--- config.mk ---
export PLATFORM = sky130hd
export DESIGN_NAME = nonzero_extent_scanner_core_flat
export DESIGN_NICKNAME = d
export VERILOG_FILES = /design/src/rtl/nes_pkg.sv /design/src/rtl/nes_in_if.sv /design/src/rtl/nes_out_if.sv /design/src/rtl/nes_front.sv /design/src/rtl/nes_op_fifo.sv /design/src/rtl/nes_back.sv /design/src/rtl/nonzero_extent_scanner_core.sv /design/src/flat_wrapper.sv
export SDC_FILE = /design/constraint.sdc
export NUM_CORES = 1
export LEC_CHECK = 0
export BUFFER_PORTS_ARGS = -buffer_cell sky130_fd_sc_hd__buf_4
export CORE_MARGIN = 2
export CORE_UTILIZATION = 40
export CTS_CLUSTER_SIZE = 14
export DETAILED_ROUTE_END_ITERATION = 6
export PLACE_DENSITY = 0.53
export RECOVER_POWER = 25
export SYNTH_ARGS = -nofsm -noshare
export SYNTH_HDL_FRONTEND = slang
export SYNTH_HIERARCHICAL = 1
export SYNTH_SLANG_ARGS = --single-unit
--- constraint.sdc ---
create_clock -name clk -period 9.3 [get_ports clk]
set_input_delay 1.395 -clock clk [delete_from_list [all_inputs] [get_ports clk]]
set_output_delay 1.395 -clock clk [all_outputs]
set_load 0.1 [all_outputs]
--- src/rtl/nes_pkg.sv ---
// ============================================================================
// nes_pkg - shared types and constants for the nonzero extent scanner
// Field widths, register reset values, register indexes and the op record
// passed from the front end to the extent tracker.
// ============================================================================
`timescale 1ns / 1ps
`default_nettype none

package nes_pkg;

  localparam int ADDR_W     = 48;
  localparam int CHUNK_W    = 32;
  localparam int CLEN_W     = CHUNK_W + 1;
  localparam int CFG_W      = ADDR_W;
  localparam int CFG_IDX_W  = 1;
  localparam int FIFO_DEPTH = 4;
  localparam int FIFO_PTR_W = $clog2(FIFO_DEPTH);
  localparam int FIFO_CNT_W = $clog2(FIFO_DEPTH + 1);

  localparam logic [ADDR_W-1:0]  HEADER_SIZE_RESET = ADDR_W'(52428800);
  localparam logic [CHUNK_W-1:0] CHUNK_SIZE_RESET  = CHUNK_W'(52428800);

  typedef enum logic [CFG_IDX_W-1:0] {
    CFG_HEADER_SIZE = 1'b0,
    CFG_CHUNK_SIZE  = 1'b1
  } cfg_reg_t;

  typedef enum logic {
    OP_HEADER = 1'b0,
    OP_CHUNK  = 1'b1
  } op_kind_t;

  // one op per header byte and per completed chunk
  typedef struct packed {
    op_kind_t          kind;
    logic              last;
    logic              has_data;
    logic [CLEN_W-1:0] clen;
    logic [ADDR_W-1:0] chunk_start;
  } op_t;

  typedef struct packed {
    logic full;
    logic empty;
  } fifo_stat_t;

endpackage

`default_nettype wire

--- src/rtl/nes_in_if.sv ---
// ============================================================================
// nes_in_if - image byte stream channel
// valid/ready handshake carrying one image byte and its end-of-image flag.
// ============================================================================
`timescale 1ns / 1ps
`default_nettype none

interface nes_in_if;
  logic       valid;
  logic       ready;
  logic [7:0] data_byte;
  logic       last_byte;

  modport source (output valid, output data_byte, output last_byte, input ready);
  modport sink   (input valid, input data_byte, input last_byte, output ready);
endinterface

`default_nettype wire

--- src/rtl/nes_out_if.sv ---
// ============================================================================
// nes_out_if - extent result channel
// valid/ready handshake carrying one extent (start, length, final flag).
// ============================================================================
`timescale 1ns / 1ps
`default_nettype none

interface nes_out_if;
  import nes_pkg::*;
  logic              valid;
  logic              ready;
  logic [ADDR_W-1:0] extent_start;
  logic [ADDR_W-1:0] extent_length;
  logic              final_extent;

  modport source (output valid, output extent_start, output extent_length,
                  output final_extent, input ready);
  modport sink   (input valid, input extent_start, input extent_length,
                  input final_extent, output ready);
endinterface

`default_nettype wire

--- src/rtl/nes_front.sv ---
// ============================================================================
// nes_front - byte classifier
// Holds the configuration registers, tracks position and chunk boundaries,
// and turns header bytes and completed chunks into ops for the tracker.
// ============================================================================
`timescale 1ns / 1ps
`default_nettype none

module nes_front (
  input  wire logic                    clk,
  input  wire logic                    rst_n,
  input  wire logic                    cfg_we,
  input  wire logic [nes_pkg::CFG_IDX_W-1:0] cfg_index,
  input  wire logic [nes_pkg::CFG_W-1:0]     cfg_data,
  nes_in_if.sink                       in_chan,
  input  wire nes_pkg::fifo_stat_t     q_stat,
  output logic                         op_push,
  output nes_pkg::op_t                 op_data
);
  import nes_pkg::*;

  logic [ADDR_W-1:0]  header_size_r;
  logic [CHUNK_W-1:0] chunk_size_r;

  logic [ADDR_W-1:0]  pos_r, pos_nxt;
  logic [CHUNK_W-1:0] offset_r, offset_nxt;
  logic [ADDR_W-1:0]  chunk_start_r, chunk_start_nxt;
  logic               has_data_r, has_data_nxt;

  logic               acc;
  logic               in_hdr;
  logic               first_of_chunk;
  logic [ADDR_W-1:0]  pos_inc;
  logic [CLEN_W-1:0]  clen;
  logic               done;
  logic               nd;
  logic [ADDR_W-1:0]  start_c;

  assign in_chan.ready = !q_stat.full;
  assign acc           = in_chan.valid && in_chan.ready;

  always_comb begin
    in_hdr         = (pos_r < header_size_r);
    first_of_chunk = (offset_r == '0);
    pos_inc        = (pos_r == {ADDR_W{1'b1}}) ? pos_r : pos_r + ADDR_W'(1);
    clen           = {1'b0, offset_r} + CLEN_W'(1);
    // a chunk size of zero behaves as one since clen is never below it
    done           = in_chan.last_byte || (clen >= {1'b0, chunk_size_r});
    nd             = (first_of_chunk ? 1'b0 : has_data_r) || (in_chan.data_byte != 8'd0);
    start_c        = first_of_chunk ? pos_r : chunk_start_r;

    op_push              = acc && (in_hdr || done);
    op_data.kind         = in_hdr ? OP_HEADER : OP_CHUNK;
    op_data.last         = in_chan.last_byte;
    op_data.has_data     = nd;
    op_data.clen         = clen;
    op_data.chunk_start  = start_c;

    pos_nxt         = pos_r;
    offset_nxt      = offset_r;
    chunk_start_nxt = chunk_start_r;
    has_data_nxt    = has_data_r;
    if (acc) begin
      if (in_chan.last_byte) begin
        pos_nxt         = '0;
        offset_nxt      = '0;
        chunk_start_nxt = '0;
        has_data_nxt    = 1'b0;
      end else begin
        pos_nxt = pos_inc;
        if (!in_hdr) begin
          chunk_start_nxt = start_c;
          has_data_nxt    = nd;
          offset_nxt      = done ? '0 : clen[CHUNK_W-1:0];
        end
      end
    end
  end

  always_ff @(posedge clk) begin
    if (!rst_n) begin
      header_size_r <= HEADER_SIZE_RESET;
      chunk_size_r  <= CHUNK_SIZE_RESET;
      pos_r         <= '0;
      offset_r      <= '0;
      chunk_start_r <= '0;
      has_data_r    <= 1'b0;
    end else begin
      pos_r         <= pos_nxt;
      offset_r      <= offset_nxt;
      chunk_start_r <= chunk_start_nxt;
      has_data_r    <= has_data_nxt;
      if (cfg_we) begin
        case (cfg_reg_t'(cfg_index))
          CFG_HEADER_SIZE: header_size_r <= cfg_data[ADDR_W-1:0];
          CFG_CHUNK_SIZE:  chunk_size_r  <= cfg_data[CHUNK_W-1:0];
          default: ;
        endcase
      end
    end
  end

endmodule

`default_nettype wire

--- src/rtl/nes_op_fifo.sv ---
// ============================================================================
// nes_op_fifo - op queue
// Short FIFO between the classifier and the extent tracker.
// ============================================================================
`timescale 1ns / 1ps
`default_nettype none

module nes_op_fifo (
  input  wire logic          clk,
  input  wire logic          rst_n,
  input  wire logic          push,
  input  wire nes_pkg::op_t  push_op,
  input  wire logic          pop,
  output nes_pkg::op_t       head_op,
  output nes_pkg::fifo_stat_t stat
);
  import nes_pkg::*;

  op_t                   mem_r [FIFO_DEPTH];
  logic [FIFO_PTR_W-1:0] wr_ptr_r, wr_ptr_nxt;
  logic [FIFO_PTR_W-1:0] rd_ptr_r, rd_ptr_nxt;
  logic [FIFO_CNT_W-1:0] cnt_r, cnt_nxt;
  logic                  do_push;
  logic                  do_pop;

  always_comb begin
    stat.full  = (cnt_r == FIFO_CNT_W'(FIFO_DEPTH));
    stat.empty = (cnt_r == '0);
    do_push    = push && !stat.full;
    do_pop     = pop && !stat.empty;
    wr_ptr_nxt = do_push ? wr_ptr_r + FIFO_PTR_W'(1) : wr_ptr_r;
    rd_ptr_nxt = do_pop  ? rd_ptr_r + FIFO_PTR_W'(1) : rd_ptr_r;
    cnt_nxt    = cnt_r;
    if (do_push && !do_pop) cnt_nxt = cnt_r + FIFO_CNT_W'(1);
    else if (do_pop && !do_push) cnt_nxt = cnt_r - FIFO_CNT_W'(1);
  end

  assign head_op = mem_r[rd_ptr_r];

  always_ff @(posedge clk) begin
    if (do_push) mem_r[wr_ptr_r] <= push_op;
  end

  always_ff @(posedge clk) begin
    if (!rst_n) begin
      wr_ptr_r <= '0;
      rd_ptr_r <= '0;
      cnt_r    <= '0;
    end else begin
      wr_ptr_r <= wr_ptr_nxt;
      rd_ptr_r <= rd_ptr_nxt;
      cnt_r    <= cnt_nxt;
    end
  end

endmodule

`default_nettype wire

--- src/rtl/nes_back.sv ---
// ============================================================================
// nes_back - extent tracker
// Applies header and chunk ops to the open extent and registers any extent
// that closes onto the result channel.
// ============================================================================
`timescale 1ns / 1ps
`default_nettype none

module nes_back (
  input  wire logic                clk,
  input  wire logic                rst_n,
  input  wire nes_pkg::fifo_stat_t q_stat,
  input  wire nes_pkg::op_t        op,
  output logic                     op_pop,
  nes_out_if.source                out_chan
);
  import nes_pkg::*;

  logic              open_r, open_nxt;
  logic [ADDR_W-1:0] start_r, start_nxt;
  logic [ADDR_W-1:0] len_r, len_nxt;

  logic              out_valid_r, out_valid_nxt;
  logic [ADDR_W-1:0] out_start_r;
  logic [ADDR_W-1:0] out_len_r;
  logic              out_final_r;

  logic              can_adv;
  logic [ADDR_W:0]   addend;
  logic [ADDR_W:0]   sum;
  logic [ADDR_W-1:0] sat_len;
  logic              emit;
  logic [ADDR_W-1:0] e_start;
  logic [ADDR_W-1:0] e_len;
  logic              e_final;

  assign can_adv = !out_valid_r || out_chan.ready;
  assign op_pop  = !q_stat.empty && can_adv;

  always_comb begin
    addend  = (op.kind == OP_HEADER) ? (ADDR_W+1)'(1) : (ADDR_W+1)'(op.clen);
    sum     = {1'b0, len_r} + addend;
    sat_len = sum[ADDR_W] ? {ADDR_W{1'b1}} : sum[ADDR_W-1:0];

    open_nxt  = open_r;
    start_nxt = start_r;
    len_nxt   = len_r;
    emit      = 1'b0;
    e_start   = start_r;
    e_len     = len_r;
    e_final   = op.last;

    case (op.kind)
      OP_HEADER: begin
        open_nxt = 1'b1;
        len_nxt  = sat_len;
        e_len    = sat_len;
        emit     = op.last;
      end
      OP_CHUNK: begin
        if (op.has_data) begin
          if (!open_r) begin
            start_nxt = op.chunk_start;
            len_nxt   = ADDR_W'(op.clen);
          end else begin
            len_nxt   = sat_len;
          end
          open_nxt = 1'b1;
          e_start  = start_nxt;
          e_len    = len_nxt;
          emit     = op.last;
        end else if (open_r) begin
          // empty chunk closes the open extent
          emit      = 1'b1;
          open_nxt  = 1'b0;
          start_nxt = '0;
          len_nxt   = '0;
        end
      end
      default: ;
    endcase

    // end of image: back to the header extent
    if (op.last) begin
      open_nxt  = 1'b1;
      start_nxt = '0;
      len_nxt   = '0;
    end

    if (op_pop)               out_valid_nxt = emit;
    else if (out_chan.ready)  out_valid_nxt = 1'b0;
    else                      out_valid_nxt = out_valid_r;
  end

  always_ff @(posedge clk) begin
    if (!rst_n) begin
      open_r      <= 1'b1;
      start_r     <= '0;
      len_r       <= '0;
      out_valid_r <= 1'b0;
    end else begin
      out_valid_r <= out_valid_nxt;
      if (op_pop) begin
        open_r  <= open_nxt;
        start_r <= start_nxt;
        len_r   <= len_nxt;
      end
    end
  end

  always_ff @(posedge clk) begin
    if (op_pop && emit) begin
      out_start_r <= e_start;
      out_len_r   <= e_len;
      out_final_r <= e_final;
    end
  end

  assign out_chan.valid         = out_valid_r;
  assign out_chan.extent_start  = out_start_r;
  assign out_chan.extent_length = out_len_r;
  assign out_chan.final_extent  = out_final_r;

endmodule

`default_nettype wire

--- src/rtl/nonzero_extent_scanner_core.sv ---
// ============================================================================
// nonzero_extent_scanner_core - nonzero extent scanner top level
// Byte classifier, op queue and extent tracker.
// ============================================================================
// Throughput: one byte per cycle while the op queue has room; the classifier
//   and tracker each handle one op a cycle when not stalled, decoupled by a
//   four-entry op queue. An extent closed by a byte passes the op queue and
//   is then registered by the tracker; result-side stalls hold it there.
// Reset: synchronous, active low; registers return to 52428800, the header
//   extent is open at address zero and the queue is emptied.
`timescale 1ns / 1ps
`default_nettype none

module nonzero_extent_scanner_core (
  input  wire logic                          clk,
  input  wire logic                          rst_n,
  input  wire logic                          cfg_we,
  input  wire logic [nes_pkg::CFG_IDX_W-1:0] cfg_index,
  input  wire logic [nes_pkg::CFG_W-1:0]     cfg_data,
  nes_in_if.sink                             in_chan,
  nes_out_if.source                          out_chan
);
  import nes_pkg::*;

  logic       op_push;
  op_t        push_op;
  logic       op_pop;
  op_t        head_op;
  fifo_stat_t q_stat;

  nes_front u_front (
    .clk       (clk),
    .rst_n     (rst_n),
    .cfg_we    (cfg_we),
    .cfg_index (cfg_index),
    .cfg_data  (cfg_data),
    .in_chan   (in_chan),
    .q_stat    (q_stat),
    .op_push   (op_push),
    .op_data   (push_op)
  );

  nes_op_fifo u_fifo (
    .clk     (clk),
    .rst_n   (rst_n),
    .push    (op_push),
    .push_op (push_op),
    .pop     (op_pop),
    .head_op (head_op),
    .stat    (q_stat)
  );

  nes_back u_back (
    .clk      (clk),
    .rst_n    (rst_n),
    .q_stat   (q_stat),
    .op       (head_op),
    .op_pop   (op_pop),
    .out_chan (out_chan)
  );

endmodule

`default_nettype wire
--- src/flat_wrapper.sv ---
// flat-port wrapper written by rule: the top's interface ports become plain ports
module nonzero_extent_scanner_core_flat import nes_pkg::*;
  (clk, rst_n, cfg_we, cfg_index, cfg_data, in_chan_valid, in_chan_data_byte, in_chan_last_byte, in_chan_ready, out_chan_valid, out_chan_extent_start, out_chan_extent_length, out_chan_final_extent, out_chan_ready);
  nes_in_if in_chan_i ();
  nes_out_if out_chan_i ();
  input  wire logic clk;
  input  wire logic rst_n;
  input  wire logic cfg_we;
  input  wire logic [nes_pkg::CFG_IDX_W-1:0] cfg_index;
  input  wire logic [nes_pkg::CFG_W-1:0] cfg_data;
  input wire logic [$bits(in_chan_i.valid)-1:0] in_chan_valid;
  input wire logic [$bits(in_chan_i.data_byte)-1:0] in_chan_data_byte;
  input wire logic [$bits(in_chan_i.last_byte)-1:0] in_chan_last_byte;
  output wire logic [$bits(in_chan_i.ready)-1:0] in_chan_ready;
  output wire logic [$bits(out_chan_i.valid)-1:0] out_chan_valid;
  output wire logic [$bits(out_chan_i.extent_start)-1:0] out_chan_extent_start;
  output wire logic [$bits(out_chan_i.extent_length)-1:0] out_chan_extent_length;
  output wire logic [$bits(out_chan_i.final_extent)-1:0] out_chan_final_extent;
  input wire logic [$bits(out_chan_i.ready)-1:0] out_chan_ready;
  assign in_chan_i.valid = in_chan_valid;
  assign in_chan_i.data_byte = in_chan_data_byte;
  assign in_chan_i.last_byte = in_chan_last_byte;
  assign in_chan_ready = in_chan_i.ready;
  assign out_chan_valid = out_chan_i.valid;
  assign out_chan_extent_start = out_chan_i.extent_start;
  assign out_chan_extent_length = out_chan_i.extent_length;
  assign out_chan_final_extent = out_chan_i.final_extent;
  assign out_chan_i.ready = out_chan_ready;
  nonzero_extent_scanner_core u_core (.clk(clk), .rst_n(rst_n), .cfg_we(cfg_we), .cfg_index(cfg_index), .cfg_data(cfg_data), .in_chan(in_chan_i), .out_chan(out_chan_i));
endmodule
==> flow_summary.ini, run 1 <==
[synthesis]
synth_ff_type = edfxtp_1
synth_area_leaders = edfxtp_1, dfxtp_1, mux4_2
synthTopCellsByCount = nand2_1, edfxtp_1, dfxtp_1
ys_types = 99
netlist_area_um2 = 35000
ys_ff_latch = 749
yosysWarnings = 6
syn_avg_cell_area_um2 = 11.2
yosys.area.top_type = edfxtp_1
netlist.area_leader.share = 0.371
syn_inst = 3114
yosysMostFrequentCell = nand2_1
synthArstFlopShare = 0
synth_edf_count = 433
synth_nets = 3299
ys_seq_area_frac = 0.552

[timing]
worst_pin_slew_ns = 3.16
final_max_slew_viol_count = 88
setup_viol = 0
finalHoldViolations = 0
clock_skew_ns = 0.0376
layout_setup_ws_ns = 2.23
fin_crit_ns = 7.07
layout_worst_path_cycle_share = 0.761
whs_ns = 0.451
rsz0062_at_grt = false
fin_setup_tns_ns = 0
relSlewSlack = -1.11
clock.fmax_mhz = 141

[die]
rows = 108
coreArea_um2 = 86800
initial_core_util = 0.404
chipWidth_um = 300
io_pins = 162
die_area_um2 = 90000
fp.dieH_um = 300

[final_layout]
syn2layout_area_growth_pct = 12.8
layout.nets = 3388
drive_above_1_share = 0.129
fillers = 8047
utilization = 0.455

[clocking]
cts_tree = built
h-tree-depth = 3
cts_buffers = 83
cts_buffer_depth = 3
path_clk_slew_ns = 0.06
cts.sinks = 749
clockRootBuffer = clkbuf_16
ctsHoldBuffers = 0
clk_latency_ns = 0.67
postCtsSetupBuffers = 0
cts_resized = 0

[setup_path]
worstPathRequired_ns = 9.56
worstPathArrival_ns = 7.33
cp-end-kind = flip-flop
cp-start-kind = flip-flop
worstSetupPathType = reg -> reg
reg2regPathDepth = 16
r2r-end = u_core/u_fifo/mem_r[2][35]
regToRegSetupSlack_ns = 2.23
cp_max_fo = 47
timing.rr.start = u_core/u_front/offset_r[7]

[routing]
drt_iter0_drc = 1831
vias = 25066
drt-total-wl_mm = 97.2
dr.pass1.iters = 5
ant_nets = 0
wl_per_cell_um = 21.9
vias_per_cell = 5.66
drc = 0

[status]
status = complete, but fails checks
violations = max-capacitance violations, max-slew violations

[min_path]
hold_path_end = u_core/u_front/chunk_size_r[20]
min_from = u_core/u_front/chunk_size_r[20]
worstHoldPathType = reg -> reg
whs_path_depth = 2

[global_routing]
grt_pass1_vias = 24409
grt_max_degree = 85
antenna_found_initial = 2
track_usage = 0.214
grt_pass1_wl_mm = 149
grt_overflow_total = 0

[flow_run]
maxCapViolCount = 2

[pwr]
cellPowerDensity_nw_per_um2 = 290
p_leak_nw = 13.7
ir_drop_uv = 290

[place]
detailed_place_hpwl_mm = 66.5
place_ws_ns = 2.62
io_buffers = 161
gp_congestion = 0.873
==> routing by layer <==
metal  part of all wire  track usage  vias up  wire [um]
met1               0.49        0.328    12546      48000
met3              0.052       0.0268      133       5040
li1                   -            -    11684          -
met2               0.43        0.317      703      42100
met4              0.021       0.0557        0       2050
met5                  0            0        -          0
==> where the power goes <==
part           switching, W  internal [W]
logic               0.00296      0.000870
registers          0.000198       0.00409
clock network       0.00140       0.00193
total               0.00456       0.00689
==> sequential cells by signal, indices dropped and copies added (netlist names), 2 cells and up, named ones only <==
register	flops
u_core/u_fifo/mem_r	336
u_core/u_back/len_r	48
u_core/u_back/out_chan.extent_length	48
u_core/u_back/out_chan.extent_start	48
u_core/u_back/start_r	48
u_core/u_front/chunk_start_r	48
u_core/u_front/header_size_r	48
u_core/u_front/pos_r	48
u_core/u_front/chunk_size_r	32
u_core/u_front/offset_r	32
u_core/u_fifo/cnt_r	3
u_core/u_fifo/rd_ptr_r	2
u_core/u_fifo/wr_ptr_r	2
==> worst max path at each step <==
stage | startpoint | to | slack [ns] | cells after the start
floorplan | out_chan_ready | u_core/u_back/out_chan.extent_length[0] | 2.11 | 4
global placement | u_core/u_front/offset_r[7] | u_core/u_fifo/mem_r[0][27] | 2.80 | 16
detailed placement | u_core/u_front/offset_r[7] | u_core/u_fifo/mem_r[0][27] | 2.62 | 16
CTS | u_core/u_front/offset_r[7] | u_core/u_fifo/mem_r[0][33] | 2.58 | 16
global route | u_core/u_front/offset_r[7] | u_core/u_fifo/mem_r[0][33] | 1.75 | 16
finish | u_core/u_front/offset_r[7] | u_core/u_fifo/mem_r[2][35] | 2.23 | 16
==> critical path, cell delays in order (launching register included) <==
cell	delay (ns)
dfxtp_1	0.47
nand4_1	0.22
nor4_1	0.98
nand2b_1	0.42
nor3_2	0.37
and2_1	0.24
xor2_1	0.39
ha_1	0.21
nand3_1	0.17
nor4_1	0.37
a31oi_1	0.16
and4_1	0.22
and2_0	0.30
a21oi_1	0.27
nor2b_1	0.52
and2_4	0.64
buf_4	0.68
==> stage by stage <==
| step | instance area, um^2 | total power (W) | instances |
|---|---|---|---|
| after floorplan | 35000 | 0.00736 | 3114 |
| after global placement | 37100 | 0.00831 | 4273 |
| after detailed placement | 37100 | 0.00836 | 4273 |
| after CTS | 39900 | 0.0117 | 4427 |
| after global routing | 39500 | 0.0119 | 4427 |
| final | 39500 | 0.0115 | 4430 |
==> cells in the final DEF, fill, tap and decap left out, types with 52 or more instances in the layout <==
cell,netlist,routed
o21ai_0,87,86
xor2_1,59,59
clkbuf_1,114,115
nand4_1,52,52
nand3_1,65,65
buf_4,15,92
a22oi_1,103,103
nand2_1,466,466
dfxtp_1,316,313
nor2_1,232,229
mux4_2,84,84
edfxtp_1,433,433
clkbuf_16,0,83
ha_1,120,120
a21oi_1,184,183
inv_1,120,121
==> final cells by class <==
cell class / count / area, um^2 / share of cell area
repair buffers: 192 / 1070 / 0.0270
multi-input cells: 2053 / 14400 / 0.364
flip-flops and latches: 749 / 19300 / 0.490
clock buffers: 107 / 2260 / 0.0572
well taps: 1155 / 1450 / 0.0366
diodes: 3 / 7.51 / 0.000190
inverters: 124 / 468 / 0.0118
clock inverters: 47 / 547 / 0.0138
==> kinds of logic after synthesis <==
logic type | after synthesis | share of synthesized area
AO/OA/AOI/OAI | 660 | 0.132
XOR/XNOR | 102 | 0.0255
adder cells (fa/ha/maj) | 122 | 0.0440
buffers and inverters | 312 | 0.0395
flip-flops | 749 | 0.552
multiplexers | 138 | 0.0712
AND/OR/NAND/NOR | 1031 | 0.136
No activity file was read; power rests on OpenSTA's default activity.
==> inputs of run 2 (changes only) <==
Settings changed: PLACE_DENSITY 0.53 to 0.55.
Clock period 9.3 ns to 5.8 ns, I/O delays scaled along.
==> run 2 against run 1 <==
The run still ends with max-capacitance violations, max-slew violations left. Non-clock buffer count rose by 39. Critical path depth rose by 4. Final area rose by 1.1%. Flip-flop and latch count did not move. Clock skew fell by 0.0072 ns. Register-to-register slack got worse by 1.7 ns. Critical path type unchanged.
==> flow_summary.ini, run 2 (synthesis results as in run 1) <==
[status]
status = complete, but fails checks
violations = max-capacitance violations, max-slew violations

[place]
detailed_place_hpwl_mm = 67.5
place_ws_ns = 0.599
place_inst = 4312
io_buffers = 161
gp_congestion = 0.928
placed_area_um2 = 37600

[timing]
rsz0062_at_grt = false
fin_crit_ns = 5.26
clock.fmax_mhz = 190
clock_skew_ns = 0.0303
worst_pin_slew_ns = 3.20
fin_setup_tns_ns = 0
layout_worst_path_cycle_share = 0.906
finalHoldViolations = 0
layout_setup_ws_ns = 0.543
final_max_slew_viol_count = 88
whs_ns = 0.454
setup_viol = 0
relSlewSlack = -1.14

[setup_path]
worstPathArrival_ns = 5.81
cp-start-kind = flip-flop
cp-end-kind = flip-flop
cp_max_fo = 7
worstSetupPathType = reg -> reg
worstPathRequired_ns = 6.36

[final_layout]
final_common_cell = nand2_1
mostFrequentLayoutCells = nand2_1, edfxtp_1, dfxtp_1
seq_area_um2 = 19300
fillers = 8103
largest_reg_flops = 336
regMostFlops = u_core/u_fifo/mem_r
syn2layout_area_growth_pct = 14.0
layout.nets = 3426
drive_above_1_share = 0.138
stdcell_area_um2 = 39900
multiInputGateArea_um2 = 14400
fin_cells = 4467

[clocking]
clockRootBuffer = clkbuf_16
cts_tree = built
cts_resized = 0
h-tree-depth = 3
cts_buffer_depth = 3
clk_latency_ns = 0.64
ctsHoldBuffers = 0
path_clk_slew_ns = 0.06
postCtsSetupBuffers = 0
cts_buffers = 82
cts.sinks = 749

[routing]
dr.pass1.iters = 7
ant_nets = 0
vias = 25197
routed-wl-met3_mm = 6.07
vias_per_cell = 5.64
wl_met2_mm = 42.3
wl_per_cell_um = 21.6
drc = 0
route.top_layer_used = met4
drt-met1-wl_mm = 46.5
drt-total-wl_mm = 96.6
drt_iter0_drc = 2048

[pwr]
ir_drop_uv = 326
p_leak_nw = 13.9
cellPowerDensity_nw_per_um2 = 461

[global_routing]
grt_overflow_total = 0
grt_pass1_vias = 24401
grt_max_degree = 78
antenna_found_initial = 1
grt_pass1_wl_mm = 148
track_usage = 0.212

[die]
initial_core_util = 0.404
die_area_um2 = 90000
coreArea_um2 = 86800
io_pins = 162
chipWidth_um = 300
fp.dieH_um = 300
rows = 108

[flow_run]
maxCapViolCount = 2

[min_path]
worstHoldPathType = reg -> reg
[run 2: cell types whose count changed in the layout (fill, tap and decap cells not counted), sizes merged]
cell      delta
clkinv       +1
buf         +26
clkbuf      +10
clkinvlp     -2
bufinv       +2
[run 2: area by class of cell]
class | instances | share of cell area
Sequential cell | 749 | 0.484
Multi-Input combinational cell | 2053 | 0.360
Clock buffer | 104 | 0.0563
Timing Repair Buffer | 231 | 0.0369
Tap cell | 1155 | 0.0362
Clock inverter | 48 | 0.0140
Inverter | 124 | 0.0117
Antenna cell | 3 | 0.000188
[run 2: worst paths after layout]
check                           slack [ns]                        startpoint                                to  cells after the start
worst max-delay path                  0.54        u_core/u_front/offset_r[0]            u_core/u_fifo/cnt_r[2]                     20
worst min-delay path                  0.45  u_core/u_front/header_size_r[27]  u_core/u_front/header_size_r[27]                      2
worst max register to register        0.54        u_core/u_front/offset_r[0]            u_core/u_fifo/cnt_r[2]                     20
worst min register to register        0.45  u_core/u_front/header_size_r[27]  u_core/u_front/header_size_r[27]                      2
[run 2: worst max-delay path, stage by stage, from the launching register on]
cell      delay (ns)
dfxtp_1         0.44
ha_1            0.27
nand4_1         0.20
or2_2           0.34
nor2_1          0.24
nand4_1         0.15
xnor2_1         0.50
ha_1            0.25
nand4_1         0.11
nor3_1          0.32
o311a_1         0.25
o21ai_0         0.15
and2_0          0.24
a21oi_1         0.22
nor2b_1         0.22
ha_1            0.21
inv_1           0.07
fa_1            0.38
xor2_1          0.18
or3_1           0.30
a21boi_0        0.15
[run 2: per-stage QoR]
| step | total power, W | util |
|---|---|---|
| final | 0.0184 | 0.460 |
| after global routing | 0.0192 | 0.460 |
| after CTS | 0.0188 | 0.465 |
| after detailed placement | 0.0134 | 0.433 |
| after global placement | 0.0133 | 0.433 |
| after floorplan | 0.0118 | - |
[run 2: layer usage]
| layer | vias to the layer above | GRT usage |
|---|---|---|
| met3 | 115 | 0.0333 |
| li1 | 11762 | - |
| met1 | 12588 | 0.320 |
| met5 | - | 0 |
| met4 | 0 | 0.0536 |
| met2 | 732 | 0.315 |
[run 2: power breakdown]
part	switching, W	internal (W)
clock	0.00218	0.00317
sequential	0.000305	0.00654
combinational	0.00471	0.00148
==> inputs of run 3 (changes only) <==
Settings changed: GPL_TIMING_DRIVEN set to 0.
==> run 3 against run 2 <==
The flow now finishes without violations. Combinational power rose by 4.2%. Final area up 1.3%. Global-route usage increased by 1.3 points. Flip-flop and latch count stayed put.
==> flow_summary.ini, run 3 (synthesis results as in run 1) <==
[clocking]
cts_buffers = 81
cts.sinks = 749
h-tree-depth = 3
path_clk_slew_ns = 0.06
clk_latency_ns = 0.66
cts_buffer_depth = 3
cts_tree = built
ctsHoldBuffers = 0
clockRootBuffer = clkbuf_16

[routing]
vias_per_cell = 5.67
drt-total-wl_mm = 102
wl_per_cell_um = 22.3
drt_iter0_drc = 2090
ant_nets = 0
vias = 26033
drc = 0
dr.pass1.iters = 6

[die]
coreArea_um2 = 86800
initial_core_util = 0.404
rows = 108
die_area_um2 = 90000
io_pins = 162
fp.dieH_um = 300
chipWidth_um = 300

[timing]
clock.fmax_mhz = 183
relSlewSlack = 0.175
final_max_slew_viol_count = 0
worst_pin_slew_ns = 1.24
fin_crit_ns = 5.48
setup_viol = 0
whs_ns = 0.454
rsz0062_at_grt = false
clock_skew_ns = 0.0478
finalHoldViolations = 0
layout_worst_path_cycle_share = 0.944

[setup_path]
worstPathArrival_ns = 5.77
worstSetupPathType = reg -> reg
cp_slowest_stage_delay_ns = 0.44
cp_slowest_cell = fa_1
worstPathRequired_ns = 6.09
cp_max_fo = 10
cpMostUsedCell = clkbuf_2
cp-start-kind = flip-flop
cp-end-kind = flip-flop
cp_cell_sequence = clkbuf_2 > mux4_2 > clkbuf_1 > clkbuf_2 > nand2b_1 > ha_1 > fa_1 > a211oi_2 > o21ai_1 > a31oi_4 > nor2_4 > o2111a_1 > buf_4 > or3_1 > o31ai_1 > o21ai_0

[final_layout]
stdcell_area_um2 = 40400
seq_area_um2 = 19300
multiInputGateArea_um2 = 14500
fillers = 7954
largest_reg_flops = 336
drive_above_1_share = 0.142
mostFrequentLayoutCells = nand2_1, edfxtp_1, dfxtp_1
layout.nets = 3548
final_common_cell = nand2_1
utilization = 0.466
regMostFlops = u_core/u_fifo/mem_r
syn2layout_area_growth_pct = 15.4

[pwr]
total_power_w = 0.0185
ir_drop_uv = 340
p_leak_nw = 14.3
cellPowerDensity_nw_per_um2 = 457

[place]
placed_area_um2 = 37900
io_buffers = 161
detailed_place_hpwl_mm = 74.9
gp_congestion = 0.928

[min_path]
worstHoldPathType = reg -> reg

[global_routing]
track_usage = 0.224
grt_max_degree = 50
grt_pass1_vias = 25525
grt_overflow_total = 0
antenna_found_initial = 2
grt_pass1_wl_mm = 154

[flow_run]
maxCapViolCount = 0

[status]
status = complete, no violations
## run 3: cell types whose count changed in the layout (fill, tap and decap cells not counted), moves of 5 or more
| cell | previous run | this run |
|---|---|---|
| buf_4 | 105 | 79 |
| buf_2 | 0 | 41 |
| clkbuf_1 | 126 | 226 |
| buf_6 | 0 | 12 |
| xnor2_2 | 0 | 6 |
| clkinv_2 | 20 | 15 |
| buf_12 | 13 | 3 |
| xnor2_1 | 43 | 34 |
## run 3: power by group
| group | total, W | switching [W] | leakage, nW | internal [W] |
|---|---|---|---|---|
| combinational | 0.00645 | 0.00492 | 6.65 | 0.00153 |
| clock | 0.00525 | 0.00222 | 1.33 | 0.00303 |
| sequential | 0.00679 | 0.000252 | 6.28 | 0.00654 |
| total | 0.0185 | 0.00739 | 14.3 | 0.0111 |
## run 3: critical path: cells and delay by family, from the launching register on
kind            cells  cell delay, ns
mux                 1            0.42
compound gates      6            1.82
simple gates        3            0.57
buf+inv             4            1.28
fa+ha+maj           2            0.68
flops               1            0.34
## run 3: what timing repair did
item / in CTS / in global routing
setup endpoints to repair: 395 / 344
hold endpoints to repair: 0 / 0
pin swaps: 4 / 3
gates resized for setup: 11 / 20
buffers inserted: 0 / 5
gates cloned: 0 / 0
## run 3: final cells by class
class,instances,area share
Antenna cell,1,0.0000619
Tap cell,1155,0.0357
Clock buffer,114,0.0570
Clock inverter,38,0.0105
Sequential cell,749,0.478
Timing Repair Buffer,173,0.0257
Buffer,181,0.0220
Multi-Input combinational cell,2053,0.359
Inverter,124,0.0115
## run 3: path summary, 6_finish.rpt
kind | end | start | slack (ns) | cells past startpoint
worst max-delay path | u_core/u_back/out_chan.extent_length[30] | flip-flop | 0.32 | 16
worst min-delay path | u_core/u_front/has_data_r | u_core/u_front/has_data_r | 0.45 | 2
worst max register to register | u_core/u_back/out_chan.extent_length[30] | flip-flop | 0.32 | 16
worst min register to register | u_core/u_front/has_data_r | u_core/u_front/has_data_r | 0.45 | 2
## run 3: metrics by stage
step / cells / TNS (ns) / setup slack (ns)
after global placement: 4430 / -605.80 / -1.41
final: 4588 / 0 / 0.323
after floorplan: 3114 / 0 / 0.745
after detailed placement: 4437 / -136.63 / -0.589
after global routing: 4587 / 0 / 0.00131
after CTS: 4589 / -23.67 / -0.181
## run 3: per-layer routing
layer	up-vias	track usage	share of wire
li1	12041	-	-
met1	12941	0.330	0.47
met2	891	0.341	0.44
met3	160	0.0315	0.063
met4	0	0.0713	0.026
met5	-	0	0
